<file path="src/rtl/assert_macros.svh">
// Assertion helpers shared by the RTL modules.
`ifndef ASSERT_MACROS_SVH
`define ASSERT_MACROS_SVH

// Check a property on every clock edge outside reset.
`define GASP_ASSERT(label, prop, msg) \
    label: assert property (@(posedge aclk) disable iff (!aresetn) (prop)) else $error(msg);

// Check a property on every clock edge, reset included.
`define GASP_ASSERT_ALWAYS(label, prop, msg) \
    label: assert property (@(posedge aclk) (prop)) else $error(msg);

`endif

</file>
<file path="src/rtl/gasp_pkg.sv">
// ----------------------------------------------------------------------------
// gasp_pkg
// Types, codes and helpers shared by the glyph atlas shelf packer modules.
// ----------------------------------------------------------------------------
package gasp_pkg;

    localparam int QUEUE_DEPTH = 4;

    localparam logic [1:0] STATUS_PLACED  = 2'd0;
    localparam logic [1:0] STATUS_TOO_BIG = 2'd1;
    localparam logic [1:0] STATUS_DROPPED = 2'd2;

    localparam logic [1:0] CFG_INITIAL_SIZE = 2'd0;
    localparam logic [1:0] CFG_MAX_SIZE     = 2'd1;
    localparam logic [1:0] CFG_PADDING      = 2'd2;

    localparam logic [3:0] LOG2_MIN = 4'd4;
    localparam logic [3:0] LOG2_MAX = 4'd13;

    typedef struct packed {
        logic [9:0] key;
        logic [9:0] h;
        logic [9:0] w;
    } glyph_entry_t;

    typedef struct packed {
        logic         last;
        glyph_entry_t entry;
    } glyph_item_t;

    function automatic logic [3:0] clamp_log2(input logic [3:0] v);
        logic [3:0] r;
        r = v;
        if (v < LOG2_MIN) r = LOG2_MIN;
        if (v > LOG2_MAX) r = LOG2_MAX;
        return r;
    endfunction

endpackage

</file>
<file path="src/rtl/gasp_front.sv">
// ----------------------------------------------------------------------------
// gasp_front
// Input side: accepts glyph transfers and queues them for the packing engine.
// ----------------------------------------------------------------------------
`include "assert_macros.svh"

module gasp_front (
    input  logic                 aclk,
    input  logic                 aresetn,
    input  logic                 s_tvalid,
    output logic                 s_tready,
    input  logic [31:0]          s_tdata,   // glyph_width, glyph_height, sort_height
    input  logic                 s_tlast,
    output logic                 q_valid,
    output gasp_pkg::glyph_item_t q_item,
    input  logic                 q_pop
);

    localparam int PW = $clog2(gasp_pkg::QUEUE_DEPTH);
    localparam int CW = $clog2(gasp_pkg::QUEUE_DEPTH + 1);

    gasp_pkg::glyph_item_t   queue_mem [gasp_pkg::QUEUE_DEPTH];
    logic [PW-1:0]           wr_ptr_reg, rd_ptr_reg;
    logic [CW-1:0]           count_reg;
    logic                    push, pop;
    gasp_pkg::glyph_item_t   in_item;

    assign s_tready = count_reg != CW'(gasp_pkg::QUEUE_DEPTH);
    assign q_valid  = count_reg != '0;
    assign q_item   = queue_mem[rd_ptr_reg];
    assign push     = s_tvalid && s_tready;
    assign pop      = q_pop && q_valid;

    always_comb begin
        in_item.last      = s_tlast;
        in_item.entry.w   = s_tdata[9:0];
        in_item.entry.h   = s_tdata[19:10];
        in_item.entry.key = s_tdata[29:20];
    end

    always_ff @(posedge aclk) begin
        if (push) begin
            queue_mem[wr_ptr_reg] <= in_item;
        end
    end

    always_ff @(posedge aclk) begin
        if (!aresetn) begin
            wr_ptr_reg <= '0;
            rd_ptr_reg <= '0;
            count_reg  <= '0;
        end else begin
            if (push) wr_ptr_reg <= wr_ptr_reg + 1'b1;
            if (pop)  rd_ptr_reg <= rd_ptr_reg + 1'b1;
            if (push && !pop) count_reg <= count_reg + 1'b1;
            else if (pop && !push) count_reg <= count_reg - 1'b1;
        end
    end

    `GASP_ASSERT(a_count_bound, count_reg <= CW'(gasp_pkg::QUEUE_DEPTH), "queue overfilled")
    `GASP_ASSERT(a_count_track, (push && !pop) |=> (count_reg == $past(count_reg) + 1'b1),
        "queue count lost a push")

endmodule

</file>
<file path="config.mk">
export PLATFORM = sky130hd
export DESIGN_NAME = gasp_front
export DESIGN_NICKNAME = d
export VERILOG_FILES = /design/src/rtl/gasp_pkg.sv /design/src/rtl/gasp_front.sv
export VERILOG_INCLUDE_DIRS = /design/src /design/src/rtl
export SDC_FILE = /design/constraint.sdc
export NUM_CORES = 1
export LEC_CHECK = 0
export ABC_AREA = 1
export BUFFER_PORTS_ARGS = -buffer_cell sky130_fd_sc_hd__buf_4
export CORE_MARGIN = 3
export CORE_UTILIZATION = 55
export DETAILED_ROUTE_END_ITERATION = 8
export PLACE_DENSITY = 0.77
export REMOVE_ABC_BUFFERS = 1
export SYNTH_ARGS = -nofsm -noshare
export SYNTH_HDL_FRONTEND = slang
export SYNTH_SLANG_ARGS = --single-unit
</file>
<file path="constraint.sdc">
create_clock -name aclk -period 5.99 [get_ports aclk]
set_clock_uncertainty 0.05 [all_clocks]
set_input_delay 0.2995 -clock aclk [delete_from_list [all_inputs] [get_ports aclk]]
set_output_delay 0.2995 -clock aclk [all_outputs]
set_load 0.03 [all_outputs]
</file>
# Yosys cells after proc, flatten, opt, wreduce, memory -nomap -nowiden
# Memories as Yosys holds them, arrays and structs flattened. A register that Yosys moved wholly into a read port is not among the register bits.
# Cells that the tools add are included.
[word_totals] inputBits=37 elab_cells=23 register_bits=7 memories=1 ramBits=124
[mem_list] memory="queue_mem" words=4 width=31 read_ports=1 rd_ports_with_merged_regs=1 wr=1 line_no="gasp_front.sv:22" source="gasp_pkg::glyph_item_t queue_mem [gasp_pkg::QUEUE_DEPTH];"
[op_classes] eq_ne=1 reduce_logical=8 addsub=4 n_mux=6
[op_table] operator="2-to-1 mux 3 bit" count=2
[op_table] operator="adder 2 x 1 -> 2 bit (second input constant)" count=2
[op_table] operator="logical AND 1 bit" count=4
[op_table] operator="2-to-1 mux 2 bit" count=2
[op_table] operator="adder 3 x 1 -> 3 bit (second input constant)" count=1
[op_table] operator="!= test 3 bit (second input constant)" count=1
[op_table] operator="nonzero test 3 bit" count=1
[op_table] operator="subtractor 3 x 1 -> 3 bit (second input constant)" count=1
[op_table] operator="zero test 1 bit" count=2
[op_table] operator="2-to-1 mux 1 bit" count=2
[op_table] operator="nonzero test 2 bit" count=1

# Longest topological paths before layout
# Gate-level depths: netlist of the first run.
[depth] ltp_word=6 mapped_depth=13

# Worst setup path after synthesis of the first run
# No wires, ideal clock.
[synth_timing] kind="reg2reg" start="register count_reg[0]" end="memory queue_mem[0][0] (netlist name) (enable)" stages_incl_launch_ff=5 path_slack_ps=3512 setup_time_ps=419 arrival_ps=2009 t_required_ps=5521 path_cell_list="dfxtp_1 > nor2_4 > nand2_4 > nand2_4 > nor2_1"
[synth_via] elab_chain_cells=4
[synth_lines] item="from (decl)" line_no="gasp_front.sv:24" source="logic [CW-1:0] count_reg;"
[synth_lines] item="from (signal assigned)" line_no="gasp_front.sv:55" source="if (push && !pop) count_reg <= count_reg + 1'b1;"
[synth_lines] item="from (signal assigned)" line_no="gasp_front.sv:56" source="else if (pop && !push) count_reg <= count_reg - 1'b1;"
[synth_lines] item="!= test 3 bit" line_no="gasp_front.sv:28" source="assign s_tready = count_reg != CW'(gasp_pkg::QUEUE_DEPTH);"
[synth_lines] item="net s_tready" line_no="gasp_front.sv:11" source="output logic s_tready,"
[synth_lines] item="logical AND 1 bit" line_no="gasp_front.sv:31" source="assign push = s_tvalid && s_tready;"
[synth_lines] item="2-to-1 mux 1 bit" line_no="gasp_front.sv:42" source="if (push) begin"
[synth_lines] item="2-to-1 mux 1 bit (implied by the code)" line_no="gasp_front.sv:43" source="queue_mem[wr_ptr_reg] <= in_item;"
[synth_lines] item="to (decl)" line_no="gasp_front.sv:22"
# The timed path passes the listed nets, and every way through them passes these cells.

==> metrics.csv, run 1 <==
metric,value,unit
status,completed,
Final Max Tran Viols,0,
Crit path max-delay family,buffers and inverters,
worst skew pair latency,0.51,ns
crit path cell chain,"buf_4, inv_8, o21ai_1, o22ai_1, buf_4",
most instantiated library cell after synthesis,edfxtp_1,
most common library cells after synthesis,"124 x edfxtp_1, 75 x nor2_1, 60 x o21ai_1",
synth unique cells,21,
Simple-Gate Fraction of Synth Area,0.07883,
"antenna viol nets, final",0,
endpoints failing setup,0,
Post-Synth Adder-Cell Area,0.01601,
relative slew slack,0.2899,
Buffers on Ports,67,
CP max stage delay,0.55,ns
Fin. Hold Viols,0,
"Slowest-stage cell, CP",buf_4,
Max Root-Sink Buffers,2,
multiplexer share of the synthesized area,0,
Synth Cell Area,5159,µm²
cell repeated most along the worst path,buf_4,
Die Wd,102.8,µm
CP Data Arrival Time,2.28,ns
Synth area leader,edfxtp_1,
# clock sinks,133,
fin crit share,0.4390,
Initial Utilization,0.5775,
Worst path depth,5,
reg2reg path depth,4,
initial antenna violation count,0,
Gate Count Post-Synth,368,
DR WL/cell,18.07,µm
max reg flops,124,
area fraction in compound gates after synthesis,0.1016,
initial detailed-routing violation count,184,
GRT Total Usage,0.2118,
Die Span Y,102.8,µm
Critical Path Source Type,flop,
Worst-path clk slew,0.06,ns
Least-Margin Pin Slew,1.063,ns
Yosys Warn Count,0,
synthesis-to-layout area growth,27.77,%
vias in the first global route,3293,
"top cells by area, synth","edfxtp_1 72%, o21ai_1 5.8%, nor2_1 5.5%",
Max Clk Rate,380.3,MHz
Inserted Clock Buffers,17,
CP max FO,63,
CP required,5.64,ns
HPWL Detailed,5.496,mm
DR vias,3262,
worst vdd ir,0.0002498,V
Cell Count Post-Placement,526,
CTS root buf,clkbuf_8,
Setup crit end kind,primary output,
share of the synthesized area in the top cell type,0.7218,
post-synthesis xor/xnor area fraction,0.001698,
routed vias/inst,5.538,
Final Power,0.003096,W
Main synth FF type,edfxtp_1,
LEAKAGE,2.404,nW
syn_area_per_cell,14.02,µm²
Hold Crit Class,in2reg,
r2r endpoint,queue_mem[0][24],
Max-Cap Viols,0,
core area,8934,µm²
Setup CP Type,reg2out,
Setup TNS Final,0,ns
RSZ-0062 raised after global routing,no,
DRT Pass-1 Iters,4,
Non-Filler Instances,589,
die area,10580,µm²
largest net degree at the start of global routing,64,
Ports,70,
Tmin final,2.630,ns
share of cells above drive strength 1,0.2370,
register area share after synthesis,0.7567,
H-tree depth,4,
"EDFF count, synth",124,
WL final,10.64,mm
async set or reset register ratio after synthesis,0,
CP Capture Point,q_item[10],
Power Dens Cells,469.7,nW/µm²
first-pass GRT wire length,16.39,mm
"Buf+Inv Stages, Crit Path",3,
RR Startpoint,count_reg[0],
r2r setup slk,4.01,ns
number of diodes,0,
number of cell rows,34,
largest family of logic cells by synthesized area,compound AO/OA/AOI/OAI gates,
grt total ovfl,0,
CTS tree,yes,
Final #Nets,512,
# DRC,0,
Yosys reg bits,133,
routability congestion estimate,0.6973,
[through the flow]
| stage | setup slack [ns] | hold WS, ns | utilization | area (µm²) |
|---|---|---|---|---|
| after global routing | 3.234 | 0.05391 | 0.7378 | 6591 |
| after global placement | 4.016 | 0.4348 | 0.6356 | 5678 |
| after CTS | 3.376 | 0.02671 | 0.7378 | 6591 |
| final | 3.360 | 0.05257 | 0.7378 | 6591 |
| after floorplan | 3.480 | 0.3484 | - | 4994 |
| after detailed placement | 3.959 | 0.4473 | 0.6356 | 5678 |
[worst reg2reg max path: stages, from the launching register on]
cell	delay [ns]
dfxtp_1	0.44
nor2_4	0.07
nand2_4	0.09
nand2_4	0.10
nor2_4	0.81
[power by group]
| group | leakage (nW) | internal (W) | switching [W] |
|---|---|---|---|
| combinational | 0.912 | 0.000291 | 0.000611 |
| sequential | 1.21 | 0.00113 | 0.0000373 |
| clock | 0.281 | 0.000636 | 0.000387 |
| total | 2.40 | 0.00206 | 0.00104 |
[routing by layer]
metal,up-vias,track usage,wire length [µm]
li1,1556,-,-
met1,1581,0.2596,4466
met2,111,0.3515,5422
met3,14,0.05413,596
met4,0,0.1046,158
met5,-,0,0
[cell usage in the layout (no fill, tap or decap)]
cell type      count
o21ai_0            3
edfxtp_1         124
a21oi_1            3
clkinv_4           4
clkbuf_8           1
clkinv_2           1
nand2_1           11
fa_1               1
nor2_4             5
nand2_4            4
dfxtp_1            8
dlygate4sd3_1     32
xor2_1             1
clkinvlp_4         3
buf_4             69
inv_6              3
nand3_1            4
nor2_1            71
o21ai_1           60
inv_8              1
bufinv_16          3
clkbuf_16         16
inv_2              3
dfxtp_2            1
o22ai_1           31
ha_1               5
nand3b_1           1
inv_1             12
[how the worst min path moves through the flow]
stage                  startpoint         endpoint  slack (ns)  cells past startpoint
floorplan              s_tdata[0]  queue_mem[0][0]        0.35                      0
global placement    rd_ptr_reg[0]             flop        0.43                      2
detailed placement  rd_ptr_reg[1]             flop        0.45                      2
CTS                      s_tvalid    wr_ptr_reg[0]        0.03                      4
global route                q_pop             flop        0.05                      3
finish                   s_tvalid    wr_ptr_reg[0]        0.05                      4
[layout make-up]
type	instances	area (µm²)
repair buffers	101	838.3
clock buffers	17	414.1
multi-input cells	200	1052
fillers	573	2342
inverters	16	67.56
clock inverters	14	178.9
flip-flops and latches	133	3905
well taps	108	135.1
[repair_timing]
item / 4_1_cts / 5_1_grt
setup endpoints to repair: 0 / 0
hold endpoints to repair: 127 / 0
hold buffers: 32 / 0
setup buffers: 0 / 0
resized for setup: 0 / 0
[cells by family after synthesis]
| group | after synthesis |
|---|---|
| flip-flops | 133 |
| AO/OA/AOI/OAI | 97 |
| AND/OR/NAND/NOR | 96 |
| buffers and inverters | 35 |
| adder cells (fa/ha/maj) | 6 |
| XOR/XNOR | 1 |
(Power assumes the default switching activity.)
==> inputs of run 2 (changes only) <==
--- a/config.mk
+++ b/config.mk
@@ -6,12 +6,12 @@
 export SDC_FILE = /design/constraint.sdc
 export NUM_CORES = 1
 export LEC_CHECK = 0
-export ABC_AREA = 1
+export ABC_AREA = 0
 export BUFFER_PORTS_ARGS = -buffer_cell sky130_fd_sc_hd__buf_4
 export CORE_MARGIN = 3
-export CORE_UTILIZATION = 55
+export CORE_UTILIZATION = 51
 export DETAILED_ROUTE_END_ITERATION = 8
-export PLACE_DENSITY = 0.77
+export PLACE_DENSITY = 0.75
 export REMOVE_ABC_BUFFERS = 1
 export SYNTH_ARGS = -nofsm -noshare
 export SYNTH_HDL_FRONTEND = slang
==> constraint.sdc (replaced) <==
create_clock -name aclk -period 2.25 [get_ports aclk]
set_clock_uncertainty 0.05 [all_clocks]
set_input_delay 0.1125 -clock aclk [delete_from_list [all_inputs] [get_ports aclk]]
set_output_delay 0.1125 -clock aclk [all_outputs]
set_load 0.03 [all_outputs]
==> run 2 against run 1 <==
  * Register-to-register slack got worse by 3.8 ns
  * Worst setup slack got worse by 3.2 ns
  * Utilization fell by 2.1 points
  * Global-route usage fell by 3.9 points
  * Worst hold slack improved by 0.0058 ns
  * Wire length fell by 17%
  * Cell count fell by 20%
  * Combinational power rose to 2.5 times the previous value
==> metrics.csv, run 2 <==
metric,value,unit
CP max FO,12,
most instantiated library cell after synthesis,edfxtp_1,
worst vdd ir,0.0007359,V
Fill cells,577,
max reg flops,124,
initial antenna violation count,0,
Max Root-Sink Buffers,2,
DR vias,2424,
Worst-path clk slew,0.06,ns
register area share after synthesis,0.7839,
Cell Int Power,0.006107,W
clock share of power,0.358,
core area,9371,µm²
Fin. Hold Viols,0,
register area,3909,µm²
Final Max Tran Viols,0,
Die Span Y,104.8,µm
endpoints failing setup,0,
number of cell rows,35,
Yosys reg bits,133,
synthesis-to-layout area growth,34.95,%
Hold Crit Class,in2reg,
Initial Utilization,0.5314,
"top cells by area, synth","edfxtp_1 75%, mux4_2 14%, dfxtp_1 3.6%",
H-tree depth,4,
Max-Cap Viols,0,
share of the synthesized area in the top cell type,0.7477,
relative slew slack,0.7220,
Synth Cell Area,4980,µm²
share of cells above drive strength 1,0.4298,
DR WL/cell,18.86,µm
Final #Nets,372,
proportion of power drawn by combinational gates,0.268,
Setup crit end kind,primary output,
Synth area leader,edfxtp_1,
Buffers on Ports,67,
dpl ws,0.08515,ns
Die Wd,104.8,µm
# clock sinks,133,
design area,6720,µm²
first-pass GRT wire length,14.05,mm
Area after DPL,5722,µm²
status,completed,
RSZ-0062 raised after global routing,no,
number of diodes,0,
Critical Path Source Type,flop,
vias in the first global route,2637,
HPWL Detailed,4.908,mm
WL final,8.885,mm
Seq pwr share,0.375,
"most common cell after layout, fill and taps aside",edfxtp_1,
initial detailed-routing violation count,157,
Yosys Warn Count,0,
largest net degree at the start of global routing,32,
"EDFF count, synth",124,
CTS tree,yes,
"antenna viol nets, final",0,
Setup CP Type,reg2out,
Tmin final,2.117,ns
synth unique cells,23,
routed vias/inst,5.146,
Ports,70,
Inserted Clock Buffers,17,
most common library cells after synthesis,"124 x edfxtp_1, 30 x mux4_2, 9 x dfxtp_1",
die area,10990,µm²
area of the multi-input gates,1017,µm²
DRT Pass-1 Iters,4,
sw power,0.002361,W
worst skew pair latency,0.51,ns
CTS root buf,clkbuf_8,
sw frac,0.2788,
async set or reset register ratio after synthesis,0,
routability congestion estimate,0.6804,
CP required,2.09,ns
GRT Total Usage,0.1727,
Least-Margin Pin Slew,0.4170,ns
Gate Count Post-Synth,209,
Max Clk Rate,472.3,MHz
Power Dens Cells,1260,nW/µm²
Main synth FF type,edfxtp_1,
LEAKAGE,2.354,nW
syn_area_per_cell,23.83,µm²
fin util,0.7171,
CP Data Arrival Time,1.95,ns
setup ws final,0.1328,ns
grt total ovfl,0,
# DRC,0,
fin crit share,0.9410,
most frequent cells in the layout,"124 x edfxtp_1, 69 x buf_4, 33 x dlygate4sd3_1",
==> run 2: changes by cell type after synthesis, sizes merged, moves of 8 or more <==
cell,delta
nor2,-75
o21ai,-62
mux4,+31
o22ai,-31
buf,-13
inv,-13
nand2,-10
and2,+8
==> run 2: through the flow <==
stage	cells	total power [W]	hold slack [ns]	setup TNS, ns
finish	471	0.008468	0.05833	0
floorplan	202	0.004638	0.1614	-2.249
CTS	471	0.008537	0.03295	0
global placement	406	0.005420	0.2621	0
detailed placement	406	0.005440	0.2654	0
global route	471	0.008784	0.07240	0
==> run 2: area by class of cell <==
type / instances / share of cell area
clock buffers: 20 / 0.06479
clock inverters: 12 / 0.03370
inverters: 3 / 0.001676
multi-input cells: 66 / 0.1514
flip-flops and latches: 133 / 0.5816
well taps: 129 / 0.02402
repair buffers: 108 / 0.1428
==> run 2: logic make-up (layout without fill, tap and decap cells) <==
family | Yosys count | in the layout | synth area share
flip-flops | 133 | 133 | 0.7839
multiplexers | 34 | 34 | 0.1470
AND/OR/NAND/NOR | 17 | 17 | 0.01885
buffers and inverters | 10 | 143 | 0.01281
adder cells (fa/ha/maj) | 6 | 6 | 0.01658
AO/OA/AOI/OAI | 5 | 5 | 0.01382
XOR/XNOR | 4 | 4 | 0.007036
==> run 2: final timing paths <==
path | startpoint | endpoint | slack [ns] | depth (start not counted)
min | s_tvalid | wr_ptr_reg[0] | 0.06 | 4
max reg2reg | count_reg[1] | count_reg[2] | 0.20 | 7
max | flop | q_item[10] | 0.13 | 3
min reg2reg | wr_ptr_reg[0] | wr_ptr_reg[0] | 0.46 | 2
==> run 2: timing repair <==
action,in CTS,in global routing
gates resized for setup,1,2
cloned,0,0
hold buffers,33,0
setup buffers,0,0
endpoints found under the setup margin,1,1
endpoints found under the hold margin,133,0
==> run 2: power groups by stage <==
stage | sequential [W] | combinational, W | clock, W
5_1_grt | 0.00320 | 0.00241 | 0.00318
3_5_place_dp | 0.00321 | 0.00223 | 0
6_report | 0.00317 | 0.00227 | 0.00303
4_1_cts | 0.00317 | 0.00229 | 0.00307
3_3_place_gp | 0.00320 | 0.00222 | 0
2_1_floorplan | 0.00328 | 0.00136 | 0
==> run 2: critical path: stages, from the launching register on <==
cell and delay [ns]:
dfxtp_2 0.41, buf_4 0.29, mux4_2 0.56, buf_4 0.19
==> run 2: layer usage <==
metal  GRT usage  part of all wire  routed length [µm]
met5           0                 0                   0
met4     0.07404            0.0092                  82
met3     0.05435             0.051                 455
met2      0.2851              0.53                4681
met1      0.2113              0.41                3665
==> inputs of run 3 (changes only) <==
--- a/config.mk
+++ b/config.mk
@@ -11,6 +11,7 @@
 export CORE_MARGIN = 3
 export CORE_UTILIZATION = 51
 export DETAILED_ROUTE_END_ITERATION = 8
+export HOLD_SLACK_MARGIN = 0.15
 export PLACE_DENSITY = 0.75
 export REMOVE_ABC_BUFFERS = 1
 export SYNTH_ARGS = -nofsm -noshare
==> run 3 against run 2 <==
  * Sequential power about the same
  * Cell count up 0.21%
  * Sequential cell count unchanged
  * Register-to-register slack about the same
  * Worst setup slack worse by 0.0049 ns
  * Die area unchanged
  * Fmax down 0.23%
  * Sequential share of layout area down 0.086 points
  * Clock power about the same
  * Largest power group unchanged
  * Global-route usage unchanged
==> metrics.csv, run 3 (same netlist as run 2, synthesis figures left out) <==
metric,value,unit
Ports,70,
HPWL Detailed,4.908,mm
CP Data Arrival Time,1.96,ns
grt total ovfl,0,
Buffers on Ports,67,
Hold Path Cell Cnt,2,
Worst-path clk slew,0.06,ns
CTS root buf,clkbuf_8,
Final Power,0.008465,W
initial detailed-routing violation count,152,
Setup CP Type,reg2out,
max reg flops,124,
Initial Utilization,0.5314,
status,completed,
largest net degree at the start of global routing,32,
vias in the first global route,2637,
Critical Path Source Type,flop,
Final Max Tran Viols,0,
DR vias,2445,
CP required,2.09,ns
"antenna viol nets, final",0,
CP max FO,12,
CTS tree,yes,
"most common cell after layout, fill and taps aside",edfxtp_1,
worst skew pair latency,0.51,ns
Max-Cap Viols,0,
LEAKAGE,2.358,nW
Cell Count Post-Placement,406,
most frequent cells in the layout,"124 x edfxtp_1, 69 x buf_4, 34 x dlygate4sd3_1",
first-pass GRT wire length,14.05,mm
RSZ-0062 raised after global routing,no,
worst vdd ir,0.0007359,V
Die Span Y,104.8,µm
routed vias/inst,5.180,
Least-Margin Pin Slew,0.4159,ns
Non-Filler Instances,472,
Inserted Clock Buffers,17,
routability congestion estimate,0.6804,
Setup crit end kind,primary output,
Fill cells,576,
Final #Nets,373,
fin util,0.7182,
Max Clk Rate,471.2,MHz
synthesis-to-layout area growth,35.15,%
Power Dens Cells,1258,nW/µm²
# DRC,0,
RR Startpoint,count_reg[1],
Tmin final,2.122,ns
area of the multi-input gates,1017,µm²
share of cells above drive strength 1,0.4286,
WL final,8.839,mm
die area,10990,µm²
r2r endpoint,count_reg[2],
reg2reg path depth,7,
GRT Total Usage,0.1727,
Fin. Hold Viols,0,
endpoints failing setup,0,
H-tree depth,4,
register area,3909,µm²
Die Wd,104.8,µm
Worst Hold End,queue_mem[3][7],
# clock sinks,133,
number of cell rows,35,
DR WL/cell,18.73,µm
initial antenna violation count,0,
DRT Pass-1 Iters,4,
hold slack,0.2933,ns
Setup TNS Final,0,ns
r2r setup slk,0.20,ns
Hold Crit Class,in2reg,
number of diodes,0,
hold path start,s_tdata[7],
relative slew slack,0.7227,
Max Root-Sink Buffers,2,
fin crit share,0.9431,
core area,9371,µm²
-- run 3: changes by cell type in the layout (fill, tap and decap cells not counted), sizes merged --
cell	before	now
dlygate4sd3	33	34
-- run 3: report_power, final --
part / internal [W] / leakage, nW / switching, W
Combinational: 0.00103 / 0.830 / 0.00123
Sequential: 0.00302 / 1.21 / 0.000157
Clock: 0.00206 / 0.316 / 0.000969
Total: 0.00611 / 2.36 / 0.00236
-- run 3: area by class of cell --
type / count / share of cell area
flip-flops and latches: 133 / 0.5808
multi-input cells: 66 / 0.1511
repair buffers: 109 / 0.1441
clock buffers: 20 / 0.06470
clock inverters: 12 / 0.03365
well taps: 129 / 0.02398
inverters: 3 / 0.001673
-- run 3: repair_timing --
item                                   4_1_cts  5_1_grt
hold buffers                                34        0
endpoints found under the hold margin      133        0
setup endpoints to repair                    1        1
buffers inserted                             0        0
pin swaps                                    0        0
cloned                                       0        0
gates resized for setup                      1        2
-- run 3: worst max-delay path by stage --
stage,from,to,slack (ns),depth (start not counted)
2_1_floorplan,flop,q_item[26],-0.17,1
3_3_place_gp,count_reg[0],count_reg[2],0.17,8
3_5_place_dp,count_reg[0],count_reg[2],0.09,8
4_1_cts,count_reg[0],count_reg[2],0.07,8
5_1_grt,flop,q_item[10],0.02,3
6_report,flop,q_item[10],0.13,3
-- run 3: stage by stage --
stage                     setup WS (ns)  instance area [µm²]
after floorplan                 -0.1747                 4927
after global placement           0.1656                 5722
after detailed placement        0.08515                 5722
after CTS                       0.07313                 6728
after global routing            0.02369                 6730
final                            0.1280                 6730
-- run 3: routing by layer --
layer / track usage / vias up / wire length, µm
li1: - / 1117 / -
met1: 0.2113 / 1232 / 3589
met2: 0.2851 / 86 / 4668
met3: 0.05435 / 10 / 499
met4: 0.07404 / 0 / 82
met5: 0 / - / 0
-- run 3: worst max-delay path: stages, from the launching register on --
cell	delay (ns)
dfxtp_2	0.41
buf_4	0.29
mux4_2	0.56
buf_4	0.19
